$ cat src/bsprt_pkg.sv
// ----------------------------------------------------------------------------
// bsprt_pkg
// Shared constants, types and controller/datapath interface of the BSP tracer.
// ----------------------------------------------------------------------------
`default_nettype none

package bsprt_pkg;

  localparam int NODE_COUNT  = 4096;
  localparam int STACK_DEPTH = 64;

  localparam int NODE_AW = $clog2(NODE_COUNT);
  localparam int VIS_W   = $clog2(NODE_COUNT + 1);
  localparam int SP_W    = $clog2(STACK_DEPTH + 1);
  localparam int SA_W    = $clog2(STACK_DEPTH);

  localparam int COORD_W  = 32;
  localparam int LINK_W   = 16;
  localparam int EPS_W    = 12;
  localparam int NRM_FRAC = 14;   // Q2.14 normals
  localparam int FRAC_W   = 28;   // split fraction bits; the fraction is Q1.28
  localparam int Q_W      = FRAC_W + 1;
  localparam int QC_W     = $clog2(Q_W);
  localparam int D_W      = 37;   // plane distance
  localparam int DEN_W    = D_W + 1;
  localparam int ACC_W    = 50;
  localparam int MA_W     = 34;
  localparam int MB_W     = 30;
  localparam int PROD_W   = MA_W + MB_W;

  localparam logic signed [LINK_W-1:0] LEAF_EMPTY = -16'sd1;
  localparam logic signed [LINK_W-1:0] LEAF_SOLID = -16'sd2;
  localparam logic signed [LINK_W-1:0] LEAF_SKY   = -16'sd3;

  typedef enum logic [1:0] {
    FN_WRITE = 2'd0,
    FN_RAY   = 2'd1,
    FN_POINT = 2'd2
  } func_t;

  typedef enum logic [1:0] {
    RES_EMPTY = 2'd0,
    RES_SOLID = 2'd1,
    RES_SKY   = 2'd2,
    RES_ERROR = 2'd3
  } result_t;

  typedef enum logic [1:0] {
    KIND_X     = 2'd0,
    KIND_Y     = 2'd1,
    KIND_Z     = 2'd2,
    KIND_PLANE = 2'd3
  } kind_t;

  typedef enum logic {
    CFG_RAY_EPS   = 1'b0,
    CFG_POINT_EPS = 1'b1
  } cfg_idx_t;

  typedef enum logic [3:0] {
    MUL_SX, MUL_SY, MUL_SZ, MUL_EX, MUL_EY, MUL_EZ, MUL_SPX, MUL_SPY, MUL_SPZ
  } mul_sel_t;

  typedef enum logic [1:0] {
    ACC_HOLD, ACC_LOAD, ACC_ADD
  } acc_op_t;

  typedef enum logic [3:0] {
    ST_IDLE, ST_NODE, ST_POP, ST_TRD, ST_MUL, ST_DECIDE, ST_DIV, ST_SPLIT,
    ST_PUSH, ST_DONE
  } state_t;

  typedef struct packed {
    logic [1:0]  kind;
    logic [47:0] normal;
    logic [31:0] offset;
    logic [31:0] links;
  } node_t;

  typedef struct packed {
    logic [LINK_W-1:0]  node;
    logic [COORD_W-1:0] mx;
    logic [COORD_W-1:0] my;
    logic [COORD_W-1:0] mz;
    logic [COORD_W-1:0] ex;
    logic [COORD_W-1:0] ey;
    logic [COORD_W-1:0] ez;
  } frame_t;

  typedef struct packed {
    logic     tbl_we;
    logic     ld_query;
    logic     tbl_rd;
    logic     visit_inc;
    logic     pop;
    logic     pop_ld;
    mul_sel_t mul_sel;
    acc_op_t  acc_op;
    logic     cap1;
    logic     cap2;
    logic     take_front;
    logic     take_back;
    logic     div_start;
    logic [2:0] mid_we;
    logic     push;
    logic     out_load;
    result_t  res;
  } ctl_cmd_t;

  typedef struct packed {
    logic is_ray;
    logic node_neg;
    logic node_empty;
    logic node_solid;
    logic node_sky;
    logic node_oob;
    logic sp_zero;
    logic sp_full;
    logic visits_max;
    logic kind_plane;
    logic go_front;
    logic go_back;
    logic div_done;
    logic out_busy;
  } ctl_sts_t;

endpackage

`default_nettype wire

$ cat src/bsprt_ctrl.sv
// ----------------------------------------------------------------------------
// bsprt_ctrl
// Traversal sequencer: issues node writes, walks nodes, orders multiplies, divides and stack ops.
// ----------------------------------------------------------------------------
`default_nettype none

module bsprt_ctrl (
  input  logic                clk,
  input  logic                rst,
  input  logic                in_valid,
  input  logic [1:0]          func,
  output logic                in_ready,
  input  bsprt_pkg::ctl_sts_t sts,
  output bsprt_pkg::ctl_cmd_t cmd
);

  bsprt_pkg::state_t  state, state_next;
  logic [2:0]         cnt, cnt_next;
  bsprt_pkg::result_t res, res_next;

  always_ff @(posedge clk) begin
    if (rst) begin
      state <= bsprt_pkg::ST_IDLE;
      cnt   <= '0;
      res   <= bsprt_pkg::RES_EMPTY;
    end else begin
      state <= state_next;
      cnt   <= cnt_next;
      res   <= res_next;
    end
  end

  // next state
  always_comb begin
    state_next = state;
    cnt_next   = cnt;
    res_next   = res;
    case (state)
      bsprt_pkg::ST_IDLE: begin
        if (in_valid) begin
          case (bsprt_pkg::func_t'(func))
            bsprt_pkg::FN_RAY, bsprt_pkg::FN_POINT: state_next = bsprt_pkg::ST_NODE;
            default: begin
              res_next   = bsprt_pkg::RES_EMPTY;
              state_next = bsprt_pkg::ST_DONE;
            end
          endcase
        end
      end
      bsprt_pkg::ST_NODE: begin
        if (sts.node_neg) begin
          state_next = bsprt_pkg::ST_DONE;
          if (sts.node_solid) begin
            res_next = bsprt_pkg::RES_SOLID;
          end else if (sts.node_sky) begin
            res_next = sts.is_ray ? bsprt_pkg::RES_SKY : bsprt_pkg::RES_SOLID;
          end else if (sts.node_empty) begin
            if (sts.sp_zero) begin
              res_next = bsprt_pkg::RES_EMPTY;
            end else begin
              state_next = bsprt_pkg::ST_POP;
            end
          end else begin
            res_next = bsprt_pkg::RES_ERROR;
          end
        end else if (sts.node_oob || sts.visits_max) begin
          res_next   = bsprt_pkg::RES_ERROR;
          state_next = bsprt_pkg::ST_DONE;
        end else begin
          state_next = bsprt_pkg::ST_TRD;
        end
      end
      bsprt_pkg::ST_POP: state_next = bsprt_pkg::ST_NODE;
      bsprt_pkg::ST_TRD: begin
        cnt_next   = '0;
        state_next = sts.kind_plane ? bsprt_pkg::ST_MUL : bsprt_pkg::ST_DECIDE;
      end
      bsprt_pkg::ST_MUL: begin
        cnt_next = cnt + 3'd1;
        if ((!sts.is_ray && cnt == 3'd4) || cnt == 3'd7) begin
          state_next = bsprt_pkg::ST_DECIDE;
        end
      end
      bsprt_pkg::ST_DECIDE: begin
        if (sts.go_front || sts.go_back) begin
          state_next = bsprt_pkg::ST_NODE;
        end else if (sts.sp_full) begin
          res_next   = bsprt_pkg::RES_ERROR;
          state_next = bsprt_pkg::ST_DONE;
        end else begin
          state_next = sts.is_ray ? bsprt_pkg::ST_DIV : bsprt_pkg::ST_NODE;
        end
      end
      bsprt_pkg::ST_DIV: begin
        cnt_next = '0;
        if (sts.div_done) begin
          state_next = bsprt_pkg::ST_SPLIT;
        end
      end
      bsprt_pkg::ST_SPLIT: begin
        cnt_next = cnt + 3'd1;
        if (cnt == 3'd3) begin
          state_next = bsprt_pkg::ST_PUSH;
        end
      end
      bsprt_pkg::ST_PUSH: state_next = bsprt_pkg::ST_NODE;
      bsprt_pkg::ST_DONE: begin
        if (!sts.out_busy) begin
          state_next = bsprt_pkg::ST_IDLE;
        end
      end
      default: state_next = bsprt_pkg::ST_IDLE;
    endcase
  end

  // outputs
  always_comb begin
    cmd      = '0;
    cmd.res  = res;
    in_ready = (state == bsprt_pkg::ST_IDLE);
    case (state)
      bsprt_pkg::ST_IDLE: begin
        if (in_valid) begin
          case (bsprt_pkg::func_t'(func))
            bsprt_pkg::FN_WRITE: cmd.tbl_we = 1'b1;
            bsprt_pkg::FN_RAY, bsprt_pkg::FN_POINT: cmd.ld_query = 1'b1;
            default: ;
          endcase
        end
      end
      bsprt_pkg::ST_NODE: begin
        if (!sts.node_neg && !sts.node_oob && !sts.visits_max) begin
          cmd.tbl_rd    = 1'b1;
          cmd.visit_inc = 1'b1;
        end
        if (sts.node_neg && sts.node_empty && !sts.sp_zero) begin
          cmd.pop = 1'b1;
        end
      end
      bsprt_pkg::ST_POP: cmd.pop_ld = 1'b1;
      bsprt_pkg::ST_TRD: begin
        if (!sts.kind_plane) begin
          cmd.cap1 = 1'b1;
          cmd.cap2 = 1'b1;
        end
      end
      bsprt_pkg::ST_MUL: begin
        // products are registered and land in the cycle after their select
        case (cnt)
          3'd0: cmd.mul_sel = bsprt_pkg::MUL_SX;
          3'd1: begin
            cmd.acc_op  = bsprt_pkg::ACC_LOAD;
            cmd.mul_sel = bsprt_pkg::MUL_SY;
          end
          3'd2: begin
            cmd.acc_op  = bsprt_pkg::ACC_ADD;
            cmd.mul_sel = bsprt_pkg::MUL_SZ;
          end
          3'd3: begin
            cmd.acc_op  = bsprt_pkg::ACC_ADD;
            cmd.mul_sel = bsprt_pkg::MUL_EX;
          end
          3'd4: begin
            cmd.cap1    = 1'b1;
            cmd.acc_op  = bsprt_pkg::ACC_LOAD;
            cmd.mul_sel = bsprt_pkg::MUL_EY;
          end
          3'd5: begin
            cmd.acc_op  = bsprt_pkg::ACC_ADD;
            cmd.mul_sel = bsprt_pkg::MUL_EZ;
          end
          3'd6: cmd.acc_op = bsprt_pkg::ACC_ADD;
          default: cmd.cap2 = 1'b1;
        endcase
      end
      bsprt_pkg::ST_DECIDE: begin
        if (sts.go_front) begin
          cmd.take_front = 1'b1;
        end else if (sts.go_back) begin
          cmd.take_back = 1'b1;
        end else if (!sts.sp_full) begin
          if (sts.is_ray) begin
            cmd.div_start = 1'b1;
          end else begin
            cmd.push = 1'b1;
          end
        end
      end
      bsprt_pkg::ST_SPLIT: begin
        case (cnt)
          3'd0: cmd.mul_sel = bsprt_pkg::MUL_SPX;
          3'd1: begin
            cmd.mid_we  = 3'b001;
            cmd.mul_sel = bsprt_pkg::MUL_SPY;
          end
          3'd2: begin
            cmd.mid_we  = 3'b010;
            cmd.mul_sel = bsprt_pkg::MUL_SPZ;
          end
          default: cmd.mid_we = 3'b100;
        endcase
      end
      bsprt_pkg::ST_PUSH: cmd.push = 1'b1;
      bsprt_pkg::ST_DONE: cmd.out_load = !sts.out_busy;
      default: ;
    endcase
  end

endmodule

`default_nettype wire

$ cat config.mk
export PLATFORM = sky130hd
export DESIGN_NAME = bsprt_ctrl
export DESIGN_NICKNAME = d
export VERILOG_FILES = /design/src/bsprt_pkg.sv /design/src/bsprt_ctrl.sv
export SDC_FILE = /design/constraint.sdc
export NUM_CORES = 1
export LEC_CHECK = 0
export BUFFER_PORTS_ARGS = -buffer_cell sky130_fd_sc_hd__clkbuf_2
export CORE_MARGIN = 5
export CORE_UTILIZATION = 45
export DETAILED_ROUTE_END_ITERATION = 7
export GPL_TIMING_DRIVEN = 0
export PLACE_DENSITY_LB_ADDON = 0.25
export SLEW_MARGIN = 20
export SYNTH_ARGS = -nofsm -noshare
export SYNTH_HDL_FRONTEND = slang
export SYNTH_SLANG_ARGS = --single-unit
export TNS_END_PERCENT = 5
$ cat constraint.sdc
create_clock -name clk -period 1.7 [get_ports clk]
set_input_delay 0.255 -clock clk [delete_from_list [all_inputs] [get_ports clk]]
set_output_delay 0.255 -clock clk [all_outputs]
set_load 0.01 [all_outputs]
==> results.md <==
- Fillcell total: 210
- Fmax: around 0.52 GHz
- Leak pwr: 0.762 nW
- Port bufs: between 40 and 50
- Synth Net Count: 192
- ANT cells: 0
- CTS Buf Count: 3
- RSZ-0062 raised after global routing: true
- Max VDD drop: roughly 0.44 mV
- Vias in the first global route: around 1400
- Pre-CTS setup slack: -0.350 ns
- Gr usage total: roughly a fifth
- CP top delay family: simple AND/OR/NAND/NOR gates
- # DRC: 0
- Status: finished, violations left
- Fin worst setup slack: -0.212 ns
- Final hold vios: 0
- Worst Hold Class: input port to register
- Multi-input logic area: approximately 1000 um^2
- WL per Instance: between 15 and 20 um
- Cells after synthesis: ~160
- First-pass GRT wire length: roughly 6.3 mm
- Vias after detailed routing: 1506
- Clock root buffer: clkbuf_4
- Post-synth EDFFs: 0
- Async SR Flop Fraction: 0%
- H-tree depth: 1
- Register area: between 200 and 250 um^2
- Iteration-0 DRC Markers: between 70 and 80
- Final ANT Viol Nets: 0
- TritonRoute pass-1 iters: 4
- CP cell instances: buf_8 -> nor4b_4 -> nor2_1 -> o21ai_1 -> a32o_1 -> buf_2
- Synth top area share: 14.8%
- Area contributors post-synth: dfxtp_1, ha_1, nand2_1
- Mapped cell area: 1220 um^2
- Worst-skew pair later-pin latency: ~0.25 ns
- Share of cells above drive strength 1: between 40% and 50%
- Req. time, crit path: about 1.4 ns
- Worst slew pin tran: roughly 0.41 ns
- Finished Core Util: 66.8%
- Final setup TNS: -1.44 ns
- Worst setup SP type: register
- Max-cap violations: 0
- DP HPWL: between 2 and 3 mm
- Netlist cell types: 50
- FP Rows: 18
- Most common cell after layout, fill and taps aside: clkbuf_2
- Largest area contributor in the netlist: dfxtp_1
- Clock Skew: 0.00306 ns
- Final WL: 4.03 mm
- Worst path slowest cell: nor4b_4
- P&R area growth vs syn: 39.4%
- Clock slew seen by the registers of the worst setup and hold paths: roughly 0.06 ns
- Max_slew headroom: between 70% and 80%
- I/O pin total: 44
- Worst path buffer plus inverter count: 2
- Die Y: between 60 and 70 um
- Initial Util: between 40 and 50%
- Sequential share of the synthesized area: between 10% and 20%
- Synth warn: 0
- Clk buf depth: 2
- Violated checks: negative setup slack
- Cell Pwr Density: between 400 and 500 nW/um^2
- Global route overflow: 0
- Fin nets: ~250
- Largest net degree at the start of global routing: 11
- Top FF cell, synth: dfxtp_1
- GP Congestion: a little under 1
- Avg Cell Area, Syn: about 7.5 um^2
- Final worst path period share: 112%
- CP max FO: 7
- CP endpoint kind: output port
- Final setup violation count: 15
- Synth Register Bits: 9
- Die X: 62.0 um
- Hold slack final: 0.361 ns
- Vias per cell: between 6 and 7
- Most frequent cells in the layout: clkbuf_2, nand2_1, buf_4, a21oi_1, inv_1
- Max Slew Vio Count: 0
- Critical path data arrival time: 1.66 ns
- Fin crit period: 1.91 ns
- Sink Count: 9
- Die area: a little under 4000 um^2
- Core area: around 2500 um^2
- Max incr delay on CP: between 0.3 and 0.4 ns
- Initial antenna violation count: 0
- CTS tree: yes
- Crit path kind: register to output port
-- cell families (layout without fill, tap and decap cells) --
family,count (synthesis),count (layout),synth area share (%)
muxes,3,3,2.57
and+or+nand+nor,74,74,37.2
DFF,9,9,14.8
buffers and inverters,22,75,8.62
AOI/OAI and AO/OA,43,43,25.6
adders and majority gates,11,11,11.3
-- where the power goes --
| group | total, mW | leakage (nW) | internal [mW] | switching [mW] |
|---|---|---|---|---|
| clock | 0.155 | 0.0150 | 0.0898 | 0.0653 |
| combinational | 0.435 | 0.669 | 0.194 | 0.240 |
| sequential | 0.251 | 0.0781 | 0.227 | 0.0240 |
-- per-layer routing --
metal / share of wire (%) / global-route usage [%] / vias up
li1: - / - / 721
met1: 41 / 27.1 / 706
met2: 48 / 34.6 / 67
met3: 8.3 / 3.31 / 12
met4: 2.1 / 11.2 / 0
met5: 0 / 0 / -
-- final timing paths --
path	startpoint	endpoint	slack (ns)	cells after the start
worst max-delay path	state[1]	cmd[14]	-0.21	6
worst min register to register	res[0]	res[0]	0.47	2
worst min-delay path	rst	res[0]	0.36	3
worst max register to register	cnt[1]	state[0]	-0.15	6
-- registers in the layout (all words and copies together), names as in the netlist --
signal,count
res,2
cnt,3
state,4
-- through the flow --
step,power [mW],instances,cell area (um^2)
final,0.841,245,1700
after global routing,0.900,245,1700
after CTS,0.802,241,1610
after detailed placement,0.609,235,1470
after global placement,0.605,235,1470
after floorplan,0.495,162,1220
-- cell usage after synthesis, types with 2 or more instances --
library cell,count
nor3_1,7
nor2b_1,4
nand3_1,4
ha_1,11
o31ai_1,2
nor2_1,9
or3_1,2
a221oi_1,3
a31oi_1,3
and4b_1,2
o311a_1,2
nor3b_1,2
o21ai_0,5
dfxtp_1,9
nand3b_1,2
and4bb_2,3
nand2b_1,3
o31a_1,2
a32o_1,2
nand4_1,2
a311o_1,2
buf_4,3
a21oi_1,10
mux2i_1,2
nand2_1,17
o21ai_1,2
nor4_1,2
nor4bb_1,2
and2_1,2
and3_1,6
inv_1,11
clkbuf_1,4
buf_2,3
-- worst register-to-register path, stage by stage, from the launching register on --
cell and delay [ns]:
dfxtp_4 0.37, ha_1 0.21, ha_2 0.21, nor4bb_2 0.32
o21ai_2 0.15, o311a_1 0.15, a221oi_1 0.32
-- final cells by class --
class | instances | share of cell area, %
Tap cell | 30 | 2.21
Buffer | 10 | 6.11
Sequential cell | 9 | 12.0
Inverter | 11 | 2.43
Multi-Input combinational cell | 131 | 59.9
Clock buffer | 4 | 1.55
Timing Repair Buffer | 50 | 15.8
-- what timing repair did --
action / CTS / global route
pin swaps: 2 / 9
gates resized for setup: 33 / 26
buffers inserted: 3 / 4
endpoints found under the setup margin: 22 / 20
hold buffers: 0 / 0
gates cloned: 0 / 0
Note: power is estimated with default switching activity, not from simulation.
